`config.mk`:
```
export PLATFORM = sky130hd
export DESIGN_NAME = timed_stepper_move_with_abort
export DESIGN_NICKNAME = d
export VERILOG_FILES = /design/src/design/stp_pkg.sv /design/src/design/stp_csr.sv /design/src/design/stp_exec.sv /design/src/design/timed_stepper_move_with_abort.sv
export SDC_FILE = /design/constraint.sdc
export NUM_CORES = 1
export LEC_CHECK = 0
export ABC_AREA = 1
export BUFFER_PORTS_ARGS = -buffer_cell sky130_fd_sc_hd__buf_2
export CORE_ASPECT_RATIO = 2
export CORE_UTILIZATION = 63
export CTS_BUF_LIST = sky130_fd_sc_hd__clkbuf_16
export CTS_CLUSTER_DIAMETER = 150
export DETAILED_ROUTE_END_ITERATION = 10
export PLACE_DENSITY_LB_ADDON = 0.05
export RECOVER_POWER = 25
export SLEW_MARGIN = 10
export SYNTH_ARGS = -nofsm -noshare
export SYNTH_HDL_FRONTEND = slang
export SYNTH_SLANG_ARGS = --single-unit
```
`constraint.sdc`:
```
create_clock -name clock -period 7.8 [get_ports clock]
set_input_delay 0 -clock clock [delete_from_list [all_inputs] [get_ports clock]]
set_output_delay 0 -clock clock [all_outputs]
set_load 0.05 [all_outputs]
```
`src/design/stp_pkg.sv`:
```
// Shared types, codes and helpers for the stepper move pacer.
package stp_pkg;

   // request codes
   localparam logic [1:0] REQ_MOVE = 2'd0;
   localparam logic [1:0] REQ_TICK = 2'd1;
   localparam logic [1:0] REQ_STOP = 2'd2;

   // configuration register indexes
   localparam logic [1:0] CSR_STEP_DELAY = 2'd0;
   localparam logic [1:0] CSR_STEPS_REV  = 2'd1;
   localparam logic [1:0] CSR_FIVE_WIRE  = 2'd2;

   localparam int DELAY_W = 24;
   localparam int POS_W   = 16;
   localparam int CNT_W   = 15;
   localparam int PHASE_W = 4;
   localparam int CSR_W   = 24;

   localparam logic [DELAY_W-1:0] DELAY_RESET = 24'd1000;
   localparam logic [POS_W-1:0]   REV_RESET   = 16'd200;
   localparam logic [PHASE_W-1:0] PHASE_TEN_LAST = 4'd9;

   // ceil(2^19 / 10); exact quotient for any 16-bit dividend
   localparam logic [31:0] RECIP10 = 32'd52429;

   typedef struct packed {
      logic [DELAY_W-1:0] delay;        // effective delay, never zero
      logic [POS_W-1:0]   rev_last;     // last position before wrap
      logic [PHASE_W-1:0] rev_last_m10; // rev_last mod 10
      logic               five_wire;
   } stp_cfg_type;

   typedef struct packed {
      logic               stepped;
      logic [PHASE_W-1:0] phase;
      logic               forward;
      logic               move_done;
      logic [POS_W-1:0]   moved_count;
   } stp_rsp_type;

   function automatic logic [PHASE_W-1:0] mod10(input logic [POS_W-1:0] x);
      logic [31:0]      prod;
      logic [12:0]      quo;
      logic [POS_W-1:0] quo_x10;
      logic [POS_W-1:0] rem;
      prod    = 32'(x) * RECIP10;
      quo     = prod[31:19];
      quo_x10 = {quo, 3'b000} + {2'b00, quo, 1'b0};
      rem     = x - quo_x10;
      return rem[PHASE_W-1:0];
   endfunction

endpackage

```
`src/design/stp_csr.sv`:
```
// Configuration registers and the effective values derived from them.
module stp_csr (
   input  logic                            clock,
   input  logic                            reset,
   input  logic                            csr_valid,
   input  logic [1:0]                      csr_index,
   input  logic [stp_pkg::CSR_W-1:0]       csr_data,
   output stp_pkg::stp_cfg_type            cfg
);

   logic [stp_pkg::DELAY_W-1:0] delay_ff;
   logic [stp_pkg::POS_W-1:0]   rev_ff;
   logic                        five_ff;
   logic [stp_pkg::POS_W-1:0]   rev_last;

   always_ff @(posedge clock) begin
      if (reset) begin
         delay_ff <= stp_pkg::DELAY_RESET;
         rev_ff   <= stp_pkg::REV_RESET;
         five_ff  <= 1'b0;
      end else if (csr_valid) begin
         unique case (csr_index)
            stp_pkg::CSR_STEP_DELAY: delay_ff <= csr_data;
            stp_pkg::CSR_STEPS_REV:  rev_ff   <= csr_data[stp_pkg::POS_W-1:0];
            stp_pkg::CSR_FIVE_WIRE:  five_ff  <= csr_data[0];
            default: ;
         endcase
      end
   end

   // zero steps per rev wraps at the full 16-bit range, so last is 0xFFFF
   assign rev_last = rev_ff - stp_pkg::POS_W'(1);

   always_comb begin
      cfg.delay        = (delay_ff == '0) ? stp_pkg::DELAY_W'(1) : delay_ff;
      cfg.rev_last     = rev_last;
      cfg.rev_last_m10 = stp_pkg::mod10(rev_last);
      cfg.five_wire    = five_ff;
   end

endmodule

```
`src/design/stp_exec.sv`:
```
// Move state and the per-item step decision.
module stp_exec (
   input  logic                          clock,
   input  logic                          reset,
   input  logic                          fire,
   input  logic [1:0]                    req_type,
   input  logic [stp_pkg::POS_W-1:0]     req_steps,
   input  stp_pkg::stp_cfg_type          cfg,
   output stp_pkg::stp_rsp_type          rsp,
   output logic                          rsp_hit
);

   logic [stp_pkg::POS_W-1:0]   pos_ff, pos_in;
   logic [stp_pkg::PHASE_W-1:0] m10_ff, m10_in;
   logic [stp_pkg::CNT_W-1:0]   remain_ff, remain_in;
   logic [stp_pkg::CNT_W-1:0]   taken_ff, taken_in;
   logic                        fwd_ff, fwd_in;
   logic [stp_pkg::DELAY_W-1:0] since_ff, since_in;
   logic                        moving_ff, moving_in;
   logic                        stop_ff, stop_in;

   logic                        neg;
   logic [stp_pkg::POS_W-1:0]   neg_steps;
   logic [stp_pkg::CNT_W-1:0]   mag;
   logic [stp_pkg::DELAY_W-1:0] since_inc;
   logic [stp_pkg::DELAY_W-1:0] since_base;
   logic [stp_pkg::CNT_W-1:0]   remain_base;
   logic [stp_pkg::CNT_W-1:0]   taken_base;
   logic                        do_step;
   logic                        done;
   logic                        fwd_wrap;
   logic                        back_wrap;
   logic [stp_pkg::POS_W-1:0]   count16;

   always_comb begin
      neg       = req_steps[stp_pkg::POS_W-1];
      neg_steps = ~req_steps + stp_pkg::POS_W'(1);
      // most negative count saturates
      if (!neg)
         mag = req_steps[stp_pkg::CNT_W-1:0];
      else if (neg_steps[stp_pkg::POS_W-1])
         mag = '1;
      else
         mag = neg_steps[stp_pkg::CNT_W-1:0];

      since_inc = (since_ff < cfg.delay) ? since_ff + stp_pkg::DELAY_W'(1) : since_ff;

      fwd_in      = fwd_ff;
      remain_base = remain_ff;
      taken_base  = taken_ff;
      moving_in   = moving_ff;
      stop_in     = stop_ff;
      since_base  = since_ff;
      do_step     = 1'b0;
      done        = 1'b0;

      unique case (req_type)
         stp_pkg::REQ_MOVE: begin
            if (!moving_ff) begin
               if (req_steps != '0)
                  fwd_in = !neg;
               taken_base = '0;
               if (stop_ff || mag == '0) begin
                  stop_in     = 1'b0;
                  remain_base = '0;
                  done        = 1'b1;
               end else begin
                  remain_base = mag;
                  moving_in   = 1'b1;
                  do_step     = since_ff >= cfg.delay;
               end
            end
         end
         stp_pkg::REQ_TICK: begin
            since_base = since_inc;
            do_step    = moving_ff && (since_inc >= cfg.delay);
         end
         stp_pkg::REQ_STOP: begin
            if (moving_ff) begin
               moving_in   = 1'b0;
               remain_base = '0;
               done        = 1'b1;
            end else begin
               stop_in = 1'b1;
            end
         end
         default: ;
      endcase

      // positions left out of range by a register change wrap as well
      fwd_wrap  = pos_ff >= cfg.rev_last;
      back_wrap = (pos_ff == '0) || (pos_ff > cfg.rev_last);

      pos_in    = pos_ff;
      m10_in    = m10_ff;
      since_in  = since_base;
      remain_in = remain_base;
      taken_in  = taken_base;
      if (do_step) begin
         if (fwd_in) begin
            pos_in = fwd_wrap ? '0 : pos_ff + stp_pkg::POS_W'(1);
            if (fwd_wrap || m10_ff == stp_pkg::PHASE_TEN_LAST)
               m10_in = '0;
            else
               m10_in = m10_ff + stp_pkg::PHASE_W'(1);
         end else begin
            pos_in = back_wrap ? cfg.rev_last : pos_ff - stp_pkg::POS_W'(1);
            if (back_wrap)
               m10_in = cfg.rev_last_m10;
            else if (m10_ff == '0)
               m10_in = stp_pkg::PHASE_TEN_LAST;
            else
               m10_in = m10_ff - stp_pkg::PHASE_W'(1);
         end
         since_in  = '0;
         remain_in = remain_base - stp_pkg::CNT_W'(1);
         taken_in  = taken_base + stp_pkg::CNT_W'(1);
         if (remain_in == '0) begin
            moving_in = 1'b0;
            done      = 1'b1;
         end
      end

      count16         = {1'b0, taken_in};
      rsp.stepped     = do_step;
      rsp.phase       = cfg.five_wire ? m10_in : {2'b00, pos_in[1:0]};
      rsp.forward     = fwd_in;
      rsp.move_done   = done;
      rsp.moved_count = !done ? '0 : (fwd_in ? count16 : stp_pkg::POS_W'(0) - count16);
      rsp_hit         = do_step || done;
   end

   always_ff @(posedge clock) begin
      if (reset) begin
         pos_ff    <= '0;
         m10_ff    <= '0;
         remain_ff <= '0;
         taken_ff  <= '0;
         fwd_ff    <= 1'b0;
         since_ff  <= '0;
         moving_ff <= 1'b0;
         stop_ff   <= 1'b0;
      end else if (fire) begin
         pos_ff    <= pos_in;
         m10_ff    <= m10_in;
         remain_ff <= remain_in;
         taken_ff  <= taken_in;
         fwd_ff    <= fwd_in;
         since_ff  <= since_in;
         moving_ff <= moving_in;
         stop_ff   <= stop_in;
      end
   end

endmodule

```
`src/design/timed_stepper_move_with_abort.sv`:
```
// Top level of the stepper move pacer: request register, state, result register.
//
// Request channel (req_): move command, one-microsecond tick or stop request,
// with a signed step count used by moves. A transfer happens when req_valid
// is high and req_stall is low.
// Result channel (rsp_): one result per request that steps or ends a move;
// ticks and other requests that do neither give no result.
// Config channel (csr_): index/data writes, always ready; write only while
// the block is idle.
// A request taken enters the request register; its result is written into the
// result register when it fires. Throughput: one request per cycle unless a
// result is stalled; the state update is a single pass of counter increments
// and compares on the registered request.
// Reset (synchronous): registers go to their defaults, the position, counts
// and timer clear, and both pipeline registers empty.
// Receiver stall: the result holds; the request register holds behind it and
// req_stall rises only while both registers are full.
module timed_stepper_move_with_abort (
   input  logic                              clock,
   input  logic                              reset,
   input  logic                              req_valid,
   output logic                              req_stall,
   input  logic [1:0]                        req_type,
   input  logic signed [stp_pkg::POS_W-1:0]  req_move_steps,
   output logic                              rsp_valid,
   input  logic                              rsp_stall,
   output logic                              rsp_stepped,
   output logic [stp_pkg::PHASE_W-1:0]       rsp_phase,
   output logic                              rsp_forward,
   output logic                              rsp_move_done,
   output logic signed [stp_pkg::POS_W-1:0]  rsp_moved_count,
   input  logic                              csr_valid,
   output logic                              csr_ready,
   input  logic [1:0]                        csr_index,
   input  logic [stp_pkg::CSR_W-1:0]         csr_data
);

   logic                      in_valid_ff;
   logic [1:0]                in_type_ff;
   logic [stp_pkg::POS_W-1:0] in_steps_ff;
   logic                      rsp_valid_ff, rsp_valid_in;
   stp_pkg::stp_rsp_type      rsp_ff;
   stp_pkg::stp_rsp_type      rsp_next;
   stp_pkg::stp_cfg_type      cfg;
   logic                      rsp_hit;
   logic                      advance;
   logic                      fire;

   assign csr_ready = 1'b1;

   stp_csr u_csr (
      .clock     (clock),
      .reset     (reset),
      .csr_valid (csr_valid),
      .csr_index (csr_index),
      .csr_data  (csr_data),
      .cfg       (cfg)
   );

   assign advance   = !rsp_valid_ff || !rsp_stall;
   assign fire      = in_valid_ff && advance;
   assign req_stall = in_valid_ff && !advance;

   stp_exec u_exec (
      .clock     (clock),
      .reset     (reset),
      .fire      (fire),
      .req_type  (in_type_ff),
      .req_steps (in_steps_ff),
      .cfg       (cfg),
      .rsp       (rsp_next),
      .rsp_hit   (rsp_hit)
   );

   always_comb begin
      if (fire && rsp_hit)
         rsp_valid_in = 1'b1;
      else if (!rsp_stall)
         rsp_valid_in = 1'b0;
      else
         rsp_valid_in = rsp_valid_ff;
   end

   always_ff @(posedge clock) begin
      if (reset) begin
         in_valid_ff  <= 1'b0;
         rsp_valid_ff <= 1'b0;
      end else begin
         if (!req_stall)
            in_valid_ff <= req_valid;
         rsp_valid_ff <= rsp_valid_in;
      end
   end

   always_ff @(posedge clock) begin
      if (!req_stall && req_valid) begin
         in_type_ff  <= req_type;
         in_steps_ff <= req_move_steps;
      end
      if (fire && rsp_hit)
         rsp_ff <= rsp_next;
   end

   assign rsp_valid       = rsp_valid_ff;
   assign rsp_stepped     = rsp_ff.stepped;
   assign rsp_phase       = rsp_ff.phase;
   assign rsp_forward     = rsp_ff.forward;
   assign rsp_move_done   = rsp_ff.move_done;
   assign rsp_moved_count = rsp_ff.moved_count;

endmodule

```
After elaboration in Yosys (flattened, before gate mapping)
Cells that the tools add are included.

word-level totals
  register bits after elaboration = 161
  bits of input ports = 49

cells by class
  add/subtract/negate cells = 12
  multiply operators = 1
  order comparisons = 5
  eq/ne operators = 9
  muxes and demuxes = 48
  bitwise operators = 2
  reduce and logical (&&, ||, !) cells = 32

operators with widths
  kind                                                                    number
  15-bit two-way mux                                                      10
  24-bit two-way mux                                                      4
  24-bit greater-or-equal comparator                                      2
  16-bit two-way mux                                                      3
  16-bit by 1-bit adder with 16-bit output (second input constant)        2
  16-bit by 1-bit subtractor with 16-bit output (second input constant)   2
  15-bit logical NOT                                                      2
  15-bit one-hot mux with 2 select lines                                  1
  24-bit by 1-bit adder with 24-bit output (second input constant)        1
  24-bit logical NOT                                                      1
  24-bit < comparator                                                     1
  16-bit by 16-bit multiplier with 22-bit output (second input constant)  1
  4-bit two-way mux                                                       5
  1-bit two-way mux                                                       19
  16-bit greater-or-equal comparator                                      1
  16-bit greater-than comparator                                          1
  16-bit logical NOT                                                      1
  16-bit NOT                                                              1
  16-bit nonzero test                                                     1
  1-bit by 15-bit subtractor with 16-bit output (first input constant)    1
  15-bit by 1-bit adder with 15-bit output (second input constant)        1
  15-bit by 1-bit subtractor with 15-bit output (second input constant)   1
  2-bit AND reduction                                                     5
  1-bit one-hot mux with 2 select lines                                   4
  other kinds (19)                                                        38

Longest topological paths before layout
Gate-level depths: netlist of run 1.

  depth after elaboration = 16
  depth in mapped cells = 40

Modules after synthesis
From an unflattened synthesis of run 1, not the netlist that was laid out.

second synthesis, totals
  cell total of the unflattened synthesis = 2193
  area total of the unflattened synthesis = 15471.1 um^2

by module, submodules not included
  module                         instances  cells each  area an instance (um^2)  seq. area each (um^2)
  stp_exec                       1          1426        8658.3                   1541.5
  stp_csr                        1          706         5465.2                   820.8
  timed_stepper_move_with_abort  1          61          1347.5                   1271.2

Worst setup path after synthesis of run 1
OpenSTA, ideal clock, no wires.

  kind = reg2reg
  from = reg u_csr.rev_ff[0] in the netlist's numbering
  to = reg rsp_ff (netlist bit rsp_phase[3]) (data pin)
  setup time = 260 ps
  data arrival time = 6452 ps
  slack = 1089 ps
  cell stages (with the launch flop) = 35
  cell sequence = dfxtp_1 inv_1 ha_1 nand2_1 nor3_1 nand2_1 inv_1 nand3_1 xor2_1 inv_1 ha_1 ha_1 fa_1 inv_1 fa_1 inv_1 fa_1 fa_1 ha_1 a21oi_1 a21oi_1 a2111oi_0 o41ai_1 xor2_1 ha_1 xnor2_1 nand3_1 nand2_1 inv_1 nand3_1 nand2_1 nand2_1 nand2_1 nand2_1 a21oi_1

between the ends
  cells in the longest elaborated chain, start to end = 7
  elaborated cells between the ends (all ways) = 12

RTL lines
  what                                               RTL line                              RTL
  from (decl)                                        stp_csr.sv:12                         logic [stp_pkg::POS_W-1:0] rev_ff;
  from (signal assigned)                             stp_csr.sv:19                         rev_ff <= stp_pkg::REV_RESET;
  from (signal assigned)                             stp_csr.sv:24                         stp_pkg::CSR_STEPS_REV: rev_ff <= csr_data[stp_pkg::POS_W-1:0];
  16-bit by 1-bit subtractor with 16-bit output (*)  stp_csr.sv:32                         assign rev_last = rev_ff - stp_pkg::POS_W'(1);
  16-bit by 16-bit multiplier with 22-bit output     stp_pkg.sv:47                         prod = 32'(x) * RECIP10;
  4-bit adder                                        stp_pkg.sv:49                         quo_x10 = {quo, 3'b000} + {2'b00, quo, 1'b0};
  4-bit subtractor                                   stp_pkg.sv:50                         rem = x - quo_x10;
  4-bit two-way mux                                  stp_exec.sv:108                       if (back_wrap)
  4-bit two-way mux (*)                              stp_exec.sv:100                       if (fwd_in) begin
  4-bit two-way mux (*)                              stp_exec.sv:99                        if (do_step) begin
  to (signal assigned)                               timed_stepper_move_with_abort.sv:101  rsp_ff <= rsp_next;
  to (decl)                                          timed_stepper_move_with_abort.sv:42   stp_pkg::stp_rsp_type rsp_ff;

Every way passes the cells marked *; elsewhere a longest branch is shown, timed or not.
A chain may end at the register's enable or synchronous reset.

Worst setup path in the final report of run 1
  from = reg u_csr.rev_ff[0] in the netlist's numbering
  to = reg rsp_ff (netlist bit rsp_phase[2]) (data pin)

The elaborated chain is that of the path after synthesis.

==> run metrics, run 1 <==
outcome finished, violations left; failing checks max-capacitance violations, max-slew violations; final setup fails 0; setup TNS 0 ns; IR drop worst, VDD 0.000321 V; GP Congestion 1.01; Overflow after GRT 0; global-route wire length before repair 71100 µm; htree depth 4; clock root buffer master clkbuf_16; Area Overhead vs Synth 11.7%; Max Root-Sink Buffers 2; clk_skew 0.00992 ns; largest net degree at the start of global routing 62; CP Cell Sequence inv_1, ha_2, nand2_1, nor3_2, nand2_1, xor2_1, inv_1, ha_1, fa_1, fa_1, fa_1, fa_1, fa_1, ha_1, nand4_1, o41ai_2, xor2_2, ha_1, xor2_1, o21ai_0, a21oi_1, o21ai_0, inv_1, nor2_1; commonest non-fill, non-tap cell in the layout nand2_1; GRT Max-Usage Layer met2; Final #Nets between 2000 and 2500; Total Routing Usage GR 0.406; HP Class input port to flop; Post-synth EDFFs 41; worst-path maximum fanout 6; slowest library cell on the worst path o41ai_2; Die Ht 216 µm; clock tree from TritonCTS done; worst slew pin tran 3.35 ns; WP buf/inv 3; Avg Vias per Cell between 5 and 6; Post-Synthesis Cells 1975; crit path DAT 7.62 ns; later-pin clock latency in the skew report approximately 0.46 ns; met1 usage 0.386; Worst Path Required approximately 8.1 ns; Yosys warnings 0; Leak 7.69 nW; max-slew violations 62; Min Hold Slack 0.246 ns; post-DR wirelength/cell around 19 µm; syn_area_per_cell ~7.3 µm²; post-synthesis sequential area ratio 0.251; vias in the first global route 13900; final WL around 45000 µm; CTS sink cnt 161; placed insts 2293; most frequent cells in the layout 352 x nand2_1, 306 x inv_1, 187 x nor2_1; antenna cells 0; leading area contributor after synthesis dfxtp_1; clock-pin slew on the worst setup and hold paths 0.07 ns; Vias 13800; max cap viols 1; met2 usage 0.712; final hold violation count 0; CP peak stage delay 0.59 ns; drt first pass iters 5; largest cells by area after synthesis dfxtp_1 17%, ha_1 14%, nand2_1 9.1%; I/O Pins 75; Power Density 266 mW/mm²; maximum clock frequency 0.137 GHz; Synth top area share 0.166; Synth cell types 54; post-synth net total approximately 2300; Setup Fix Bufs, Post-CTS 0; Initial Util 0.640; mapped cell area 0.0145 mm²; critical path's top delay family adder cells; Final Cycle Share 0.936; post-synthesis async set-or-reset flop share 0; die area between 0.02 and 0.025 mm²; Filler cells 1956; Antenna Violating Nets Remaining 0; FF+latch count, synth 161; initial antenna violation count 0; critical path type flop to flop; CP Launch Type flop; final core occ 0.715; Die X 109 µm; core area 0.0226 mm²; Layout Cells excl Fill 2373; slew margin rel. -1.24; PortBufs 73; CTS buffer count 17; met3 GRT Util 0.0860; fraction of layout cells with a size suffix above 1 0.0784; Crit path top cell by count fa_1; Post-synth top flop dfxtp_1; RSZ-0062 raised after global routing false; Site Rows between 70 and 80; DRC 0; minimum clock period 7.30 ns; hpwl dp 34100 µm; element type at the critical path end flop; Starting DRT DRC Count 797
[registers in the layout (all words and copies together), names as in the netlist, 2 cells and up]
signal / count
in_steps_ff: 16
in_type_ff: 2
rsp_moved_count: 16
rsp_phase: 4
u_csr.delay_ff: 24
u_csr.rev_ff: 16
u_exec.m10_ff: 4
u_exec.pos_ff: 16
u_exec.remain_ff: 15
u_exec.since_ff: 24
u_exec.taken_ff: 15
[kinds of logic after synthesis]
family | Yosys count | share of synthesized area
XOR/XNOR | 88 | 0.0532
adder cells (fa/ha/maj) | 226 | 0.228
other | 1 | 0.000259
buffers and inverters | 378 | 0.102
AO/OA/AOI/OAI | 366 | 0.139
AND/OR/NAND/NOR | 755 | 0.227
flip-flops | 161 | 0.251
[final timing paths]
| kind | end | start | slack (ns) | cells after the start |
|---|---|---|---|---|
| hold reg to reg | u_exec.remain_ff[14] | u_exec.remain_ff[14] | 0.47 | 2 |
| setup / recovery | rsp_phase[2] | u_csr.rev_ff[0] | 0.50 | 24 |
| setup reg to reg | rsp_phase[2] | u_csr.rev_ff[0] | 0.50 | 24 |
| hold / removal | in_steps_ff[12] | req_move_steps[12] | 0.25 | 2 |
[power by group]
part | leakage, nW | internal, mW | switching [mW]
sequential | 1.35 | 0.885 | 0.0198
clock | 0.291 | 0.474 | 0.383
combinational | 6.05 | 0.968 | 1.57
[final cells by class]
class                   count  area [µm²]  area share
clock buffers              17         425      0.0263
repair buffers            145         991      0.0613
multi-input cells        1436        9430       0.583
flip-flops and latches    161        3630       0.225
well taps                 280         350      0.0217
inverters                 319        1200      0.0740
clock inverters            15         154     0.00951
[Yosys cell counts (27+ instances only)]
library cell,number
nor3_1,28
clkbuf_1,39
fa_1,64
edfxtp_1,41
ha_1,162
a21oi_1,174
xnor2_1,27
inv_1,306
nor2_1,187
nand3_1,94
dfxtp_1,120
o21ai_0,121
xor2_1,61
nand2_1,352
nand4_1,31
[through the flow]
step / total power [mW] / cell area, µm² / worst slack [ns]
2_1_floorplan: 2.66 / 14500 / 1.09
4_1_cts: 4.18 / 16200 / 0.287
6_report: 4.30 / 16200 / 0.501
3_3_place_gp: 3.22 / 15100 / 0.431
5_1_grt: 4.65 / 16200 / 0.0429
3_5_place_dp: 3.29 / 15100 / 0.303
[layer usage]
| metal | vias up | wire [µm] |
|---|---|---|
| met5 | - | 0 |
| met4 | 0 | 4570 |
| met3 | 199 | 2610 |
| met2 | 524 | 23100 |
| met1 | 6382 | 14800 |
| li1 | 6673 | - |
[what timing repair did]
item	CTS	global route
hold buffers	48	0
gates resized for setup	0	10
endpoints found under the hold margin	61	0
setup endpoints to repair	0	12
No activity file was read; power rests on OpenSTA's default activity.
==> run 2: changes to the inputs <==
Settings changed: CORE_UTILIZATION 63 to 50.
==> run metrics, run 2 (same netlist as run 1, synthesis figures left out) <==
Leak 7.73 nW (was 7.69 nW); vias in the first global route 14000 (was 13900); CP Launch Type flop (unchanged); P_sw 1.94 mW (was 1.98 mW); Filler cells 2747 (was 1956); PortBufs 73 (unchanged); worst r2r src u_csr.rev_ff[0] (unchanged); Total Routing Usage GR 0.315 (was 0.406); worst hold start csr_index[0] (was req_move_steps[12]); slowest library cell on the worst path fa_1 (was o41ai_2); Initial Util 0.512 (was 0.640); CP startpoint u_csr.rev_ff[0] (unchanged); max-slew violations 60 (was 62); CTS buffer count 17 (unchanged); Comb pwr share 0.587 (was 0.591); Setup Fix Bufs, Post-CTS 0 (unchanged); worst slew pin tran 2.50 ns (was 3.35 ns); Overflow after GRT 0 (unchanged); slew margin rel. -0.664 (was -1.24); minimum clock period 7.42 ns (was 7.30 ns); Avg Vias per Cell 5.50 (was 5.81); CP peak stage delay 0.56 ns (was 0.59 ns); Starting DRT DRC Count 548 (was 797); Antenna Violating Nets Remaining 0 (unchanged); register share of total power 0.211 (was 0.210); Crit path top cell by count nand2_1 (was fa_1); drt first pass iters 5 (unchanged); Site Rows 87 (was 78); Die Ht 243 µm (was 216 µm); P_int 2.35 mW (was 2.33 mW); core area 0.0283 mm² (was 0.0226 mm²); antenna cells 0 (unchanged); FF-to-FF setup slack 0.38 ns (was 0.50 ns); max cap viols 1 (unchanged); Vias 13500 (was 13800); Max Root-Sink Buffers 2 (unchanged); Worst R2R Path Depth 32 (was 24); Final Cycle Share 0.951 (was 0.936); Final #Nets 2363 (was 2355); global-route wire length before repair 70100 µm (was 71100 µm); largest registers u_csr.delay_ff: 24 flops, u_exec.since_ff: 24 flops (unchanged); Die X 122 µm (was 109 µm); post-DR wirelength/cell 18.2 µm (was 19.0 µm); GP Congestion 0.987 (was 1.01); largest net degree at the start of global routing 61 (was 62); CP endpoint rsp_phase[3] (was rsp_phase[2]); clock-pin slew on the worst setup and hold paths 0.07 ns (about the same); IR drop worst, VDD 0.000195 V (was 0.000321 V); Worst Path Required 8.01 ns (was 8.12 ns); worst-path maximum fanout 6 (unchanged); clock tree from TritonCTS done (unchanged); CTS sink cnt 161 (unchanged); die area 0.0297 mm² (was 0.0236 mm²); DRC 0 (unchanged); Total Power 4.29 mW (was 4.30 mW); clk_skew 0.0105 ns (was 0.00992 ns); most frequent cells in the layout 352 x nand2_1, 306 x inv_1, 187 x nor2_1 (unchanged); I/O Pins 75 (unchanged); share of total power in the clock network 0.202 (was 0.199); outcome finished, violations left (unchanged); HP Class input port to flop (unchanged); Min Hold Slack 0.0775 ns (was 0.246 ns); Sw Share 0.451 (was 0.459); element type at the critical path end flop (unchanged); crit path DAT 7.63 ns (was 7.62 ns); initial antenna violation count 0 (unchanged); Power Density 263 mW/mm² (was 266 mW/mm²); fraction of layout cells with a size suffix above 1 0.0804 (was 0.0784); final hold violation count 0 (unchanged); Area Overhead vs Synth 12.8% (was 11.7%); maximum clock frequency 0.135 GHz (was 0.137 GHz); setup TNS 0 ns (unchanged); final WL 44700 µm (was 45100 µm); htree depth 4 (unchanged); commonest non-fill, non-tap cell in the layout nand2_1 (unchanged); clock root buffer master clkbuf_16 (unchanged); worst r2r dst rsp_phase[3] (was rsp_phase[2]); later-pin clock latency in the skew report 0.46 ns (about the same); hpwl dp 35300 µm (was 34100 µm); critical path type flop to flop (unchanged); final setup fails 0 (unchanged); failing checks max-capacitance violations, max-slew violations (unchanged)
## run 2: cell types whose count changed in the layout (fill, tap and decap cells not counted), sizes merged
cell         before  now
clkinv           11   13
buf              71   77
clkbuf           43   45
inv             320  317
dlygate4sd3      48   49
## run 2: worst min path at each step
stage               slack, ns  cells past startpoint        endpoint
finish                   0.08                      5   u_csr.five_ff
global route             0.14                      5   u_csr.five_ff
CTS                      0.06                      5   u_csr.five_ff
detailed placement       0.18                      1  in_steps_ff[1]
global placement         0.18                      1  in_steps_ff[6]
floorplan                 0.1                      0  in_steps_ff[0]
## run 2: layout make-up
class | instances | area (µm²) | area share
Multi-Input combinational cell | 1436 | 9420 | 0.577
Tap cell | 356 | 445 | 0.0273
Sequential cell | 161 | 3630 | 0.222
Clock buffer | 18 | 450 | 0.0276
Clock inverter | 14 | 138 | 0.00843
Inverter | 319 | 1200 | 0.0733
Timing Repair Buffer | 153 | 1050 | 0.0644
## run 2: routing by layer
metal / track usage / vias up / share of wire
met1: 0.280 / 6270 / 0.33
met3: 0.0383 / 181 / 0.032
met4: 0.277 / 0 / 0.096
met2: 0.595 / 371 / 0.54
met5: 0 / - / 0
li1: - / 6687 / -
## run 2: timing repair
| item | in CTS | in global routing |
|---|---|---|
| endpoints found under the setup margin | 0 | 4 |
| hold buffers | 49 | 0 |
| endpoints found under the hold margin | 62 | 0 |
| resized for setup | 0 | 7 |
## run 2: metrics by stage
step           cells  setup WS [ns]   util  area [µm²]
6_report        2457          0.384  0.577       16300
5_1_grt         2457       -0.00391  0.577       16300
4_1_cts         2457         0.0684  0.577       16300
3_5_place_dp    2376         0.0799  0.539       15300
3_3_place_gp    2376          0.176  0.539       15300
2_1_floorplan   1975           1.09      -       14500
## run 2: power by group through the flow
stage          Sequential (mW)  Combinational [mW]  Clock [mW]
5_1_grt                  0.908                2.84       0.911
3_3_place_gp             0.922                2.38           0
6_report                 0.905                2.52       0.865
4_1_cts                  0.904                2.46       0.882
2_1_floorplan            0.923                1.73           0
3_5_place_dp             0.923                2.43           0
## run 2: worst max-delay path: cells and delay by family, from the launching register on
family / cells / cell delay, ns
xor+xnor: 3 / 0.65
simple gates: 10 / 1.07
flops: 1 / 0.32
fa+ha+maj: 9 / 3.90
compound gates: 4 / 0.60
buf+inv: 6 / 0.64
==> run 3: changes to the inputs <==
Settings changed: ABC_AREA 1 to default.
==> run metrics, run 3 <==
CP startpoint u_csr.rev_ff[5] (was u_csr.rev_ff[0]); crit path DAT 7.72 ns (was 7.63 ns); CTS buffer count 17 (unchanged); GP Congestion 0.970 (was 0.987); Die Ht 247 µm (was 243 µm); top-count cell post-synth nand2_1 (unchanged); Worst Path Required 7.99 ns (was 8.01 ns); design area 0.0176 mm² (was 0.0163 mm²); final core occ 0.596 (was 0.577); Overflow after GRT 0 (unchanged); slew margin rel. -0.901 (was -0.664); IR drop worst, VDD 0.000278 V (was 0.000195 V); I/O Pins 75 (unchanged); final setup fails 0 (unchanged); Synth cell types 86 (was 54); max-slew violations 62 (was 60); worst r2r dst rsp_phase[3] (unchanged); post-DR wirelength/cell 20.8 µm (was 18.2 µm); most frequent cells in the layout 206 x nand2_1, 148 x inv_1, 148 x ha_1 (was 352 x nand2_1, 306 x inv_1, 187 x nor2_1); commonest non-fill, non-tap cell in the layout nand2_1 (unchanged); Worst R2R Path Depth 30 (was 32); Initial Util 0.509 (was 0.512); placed insts 2259 (was 2376); post-place setup slack -0.153 ns (was 0.0799 ns); leading area contributor after synthesis dfxtp_1 (unchanged); element type at the critical path end flop (unchanged); Site Rows 89 (was 87); global-route wire length before repair 75900 µm (was 70100 µm); fraction of layout cells with a size suffix above 1 0.133 (was 0.0804); core area 0.0295 mm² (was 0.0283 mm²); final hold violation count 0 (unchanged); largest registers u_csr.delay_ff: 24 flops, u_exec.since_ff: 24 flops (unchanged); Antenna Violating Nets Remaining 0 (unchanged); clk_skew 0.0105 ns (about the same); CP endpoint rsp_phase[3] (unchanged); Post-Synthesis Cells 1834 (was 1975); Final Cycle Share 0.965 (was 0.951); Synth top area share 0.160 (was 0.166); antenna cells 0 (unchanged); post-synthesis async set-or-reset flop share 0 (unchanged); post-synth net total 2109 (was 2250); worst r2r src u_csr.rev_ff[5] (was u_csr.rev_ff[0]); syn_area_per_cell 8.19 µm² (was 7.33 µm²); Leak 7.45 nW (was 7.73 nW); CP peak stage delay 0.59 ns (was 0.56 ns); FF+latch count, synth 161 (unchanged); HP Class input port to flop (unchanged); minimum clock period 7.53 ns (was 7.42 ns); RSZ-0062 raised after global routing true; post-synthesis sequential area ratio 0.242 (was 0.251); max cap viols 1 (unchanged); critical path's top delay family adder cells (unchanged); failing checks max-capacitance violations, max-slew violations (unchanged); clock-pin slew on the worst setup and hold paths 0.07 ns (about the same); CTS sink cnt 161 (unchanged); Vias 14100 (was 13500); largest net degree at the start of global routing 62 (was 61); CP Launch Type flop (unchanged); Area Overhead vs Synth 17.1% (was 12.8%); Power Density 230 mW/mm² (was 263 mW/mm²); commonest cells in the netlist 207 x nand2_1, 162 x ha_1, 152 x inv_1, 149 x a21oi_1 (was 352 x nand2_1, 306 x inv_1, 187 x nor2_1, 174 x a21oi_1, 162 x ha_1); Total Routing Usage GR 0.323 (was 0.315); drt first pass iters 5 (unchanged); outcome finished, violations left (unchanged); Final #Nets 2250 (was 2363); Levels on crit path 30 (was 32); htree depth 4 (unchanged); Avg Vias per Cell 5.99 (was 5.50); Yosys warnings 0 (unchanged); Layout Cells excl Fill 2352 (was 2457); worst slew pin tran 2.85 ns (was 2.50 ns); clock root buffer master clkbuf_16 (unchanged); DRC 0 (unchanged); largest cells by area after synthesis dfxtp_1 16%, ha_1 13%, fa_1 8.5% (was dfxtp_1 17%, ha_1 14%, nand2_1 9.1%); Starting DRT DRC Count 727 (was 548); hpwl dp 38700 µm (was 35300 µm); die area 0.0308 mm² (was 0.0297 mm²); critical path type flop to flop (unchanged); PnR worst setup slack 0.273 ns (was 0.384 ns); FF-to-FF setup slack 0.27 ns (was 0.38 ns); initial antenna violation count 0 (unchanged); slowest library cell on the worst path fa_2 (was fa_1); Post-synth EDFFs 41 (unchanged); setup TNS 0 ns (unchanged); later-pin clock latency in the skew report 0.45 ns (was 0.46 ns); area post-placement 0.0161 mm² (was 0.0153 mm²); vias in the first global route 14400 (was 14000); Die X 125 µm (was 122 µm); Max Root-Sink Buffers 2 (unchanged); worst-path maximum fanout 3 (was 6); Crit path top cell by count xnor2_1 (was nand2_1); WP buf/inv 2 (was 6); Post-synth top flop dfxtp_1 (unchanged); mapped cell area 0.0150 mm² (was 0.0145 mm²); final WL 49000 µm (was 44700 µm); PortBufs 73 (unchanged); maximum clock frequency 0.133 GHz (was 0.135 GHz); clock tree from TritonCTS done (unchanged)
run 3: changes by cell type after synthesis, sizes merged, moves of 40 or more:
cell | before | now
nand3 | 99 | 45
nor2 | 206 | 121
xnor2 | 27 | 67
inv | 313 | 152
clkbuf | 39 | 85
nand2 | 362 | 207
run 3: per-stage QoR:
stage / total power [mW] / hold WS [ns]
finish: 4.05 / 0.0298
global route: 4.33 / 0.0455
CTS: 3.84 / 0.00122
detailed placement: 2.69 / 0.179
global placement: 2.65 / 0.177
floorplan: 2.13 / 0.0989
run 3: how the worst min path moves through the flow:
stage                               endpoint         startpoint  cells past startpoint  slack [ns]
final                         u_exec.stop_ff              reset                      2        0.03
after global routing      u_exec.taken_ff[9]              reset                      2        0.05
after CTS                 u_exec.taken_ff[9]              reset                      2       0.001
after detailed placement       in_type_ff[0]        req_type[0]                      1        0.18
after global placement        in_steps_ff[9]  req_move_steps[9]                      1        0.18
after floorplan               in_steps_ff[0]  req_move_steps[0]                      0         0.1
run 3: power by group:
part | leakage, nW | internal, mW | switching [mW]
clock | 0.304 | 0.515 | 0.387
sequential | 1.34 | 0.878 | 0.0307
combinational | 5.81 | 1.09 | 1.15
total | 7.45 | 2.48 | 1.57
run 3: per-layer routing:
metal	track usage	wire, µm	vias to the layer above
li1	-	-	6807
met1	0.283	16300	6692
met2	0.655	27600	411
met3	0.0368	1370	169
met4	0.238	3730	0
met5	0	0	-
run 3: final cells by class:
class,instances,area (µm²)
Clock buffer,17,425
Clock inverter,15,199
Fill cell,2749,11900
Inverter,153,574
Multi-Input combinational cell,1423,10800
Sequential cell,161,3640
Tap cell,364,455
Timing Repair Buffer,219,1550
run 3: timing repair:
item	4_1_cts	5_1_grt
hold buffers	48	0
hold endpoints to repair	61	0
buffers inserted	7	6
endpoints found under the setup margin	2	2
gates resized for setup	4	53
pin swaps	1	45
run 3: cells by family after synthesis:
kind of cell | synth area share
muxes | 0.0137
buffers and inverters | 0.0647
other | 0.000250
adders and majority gates | 0.220
AOI/OAI and AO/OA | 0.187
and+or+nand+nor | 0.210
xor gates and xnor gates | 0.0624
DFF | 0.242
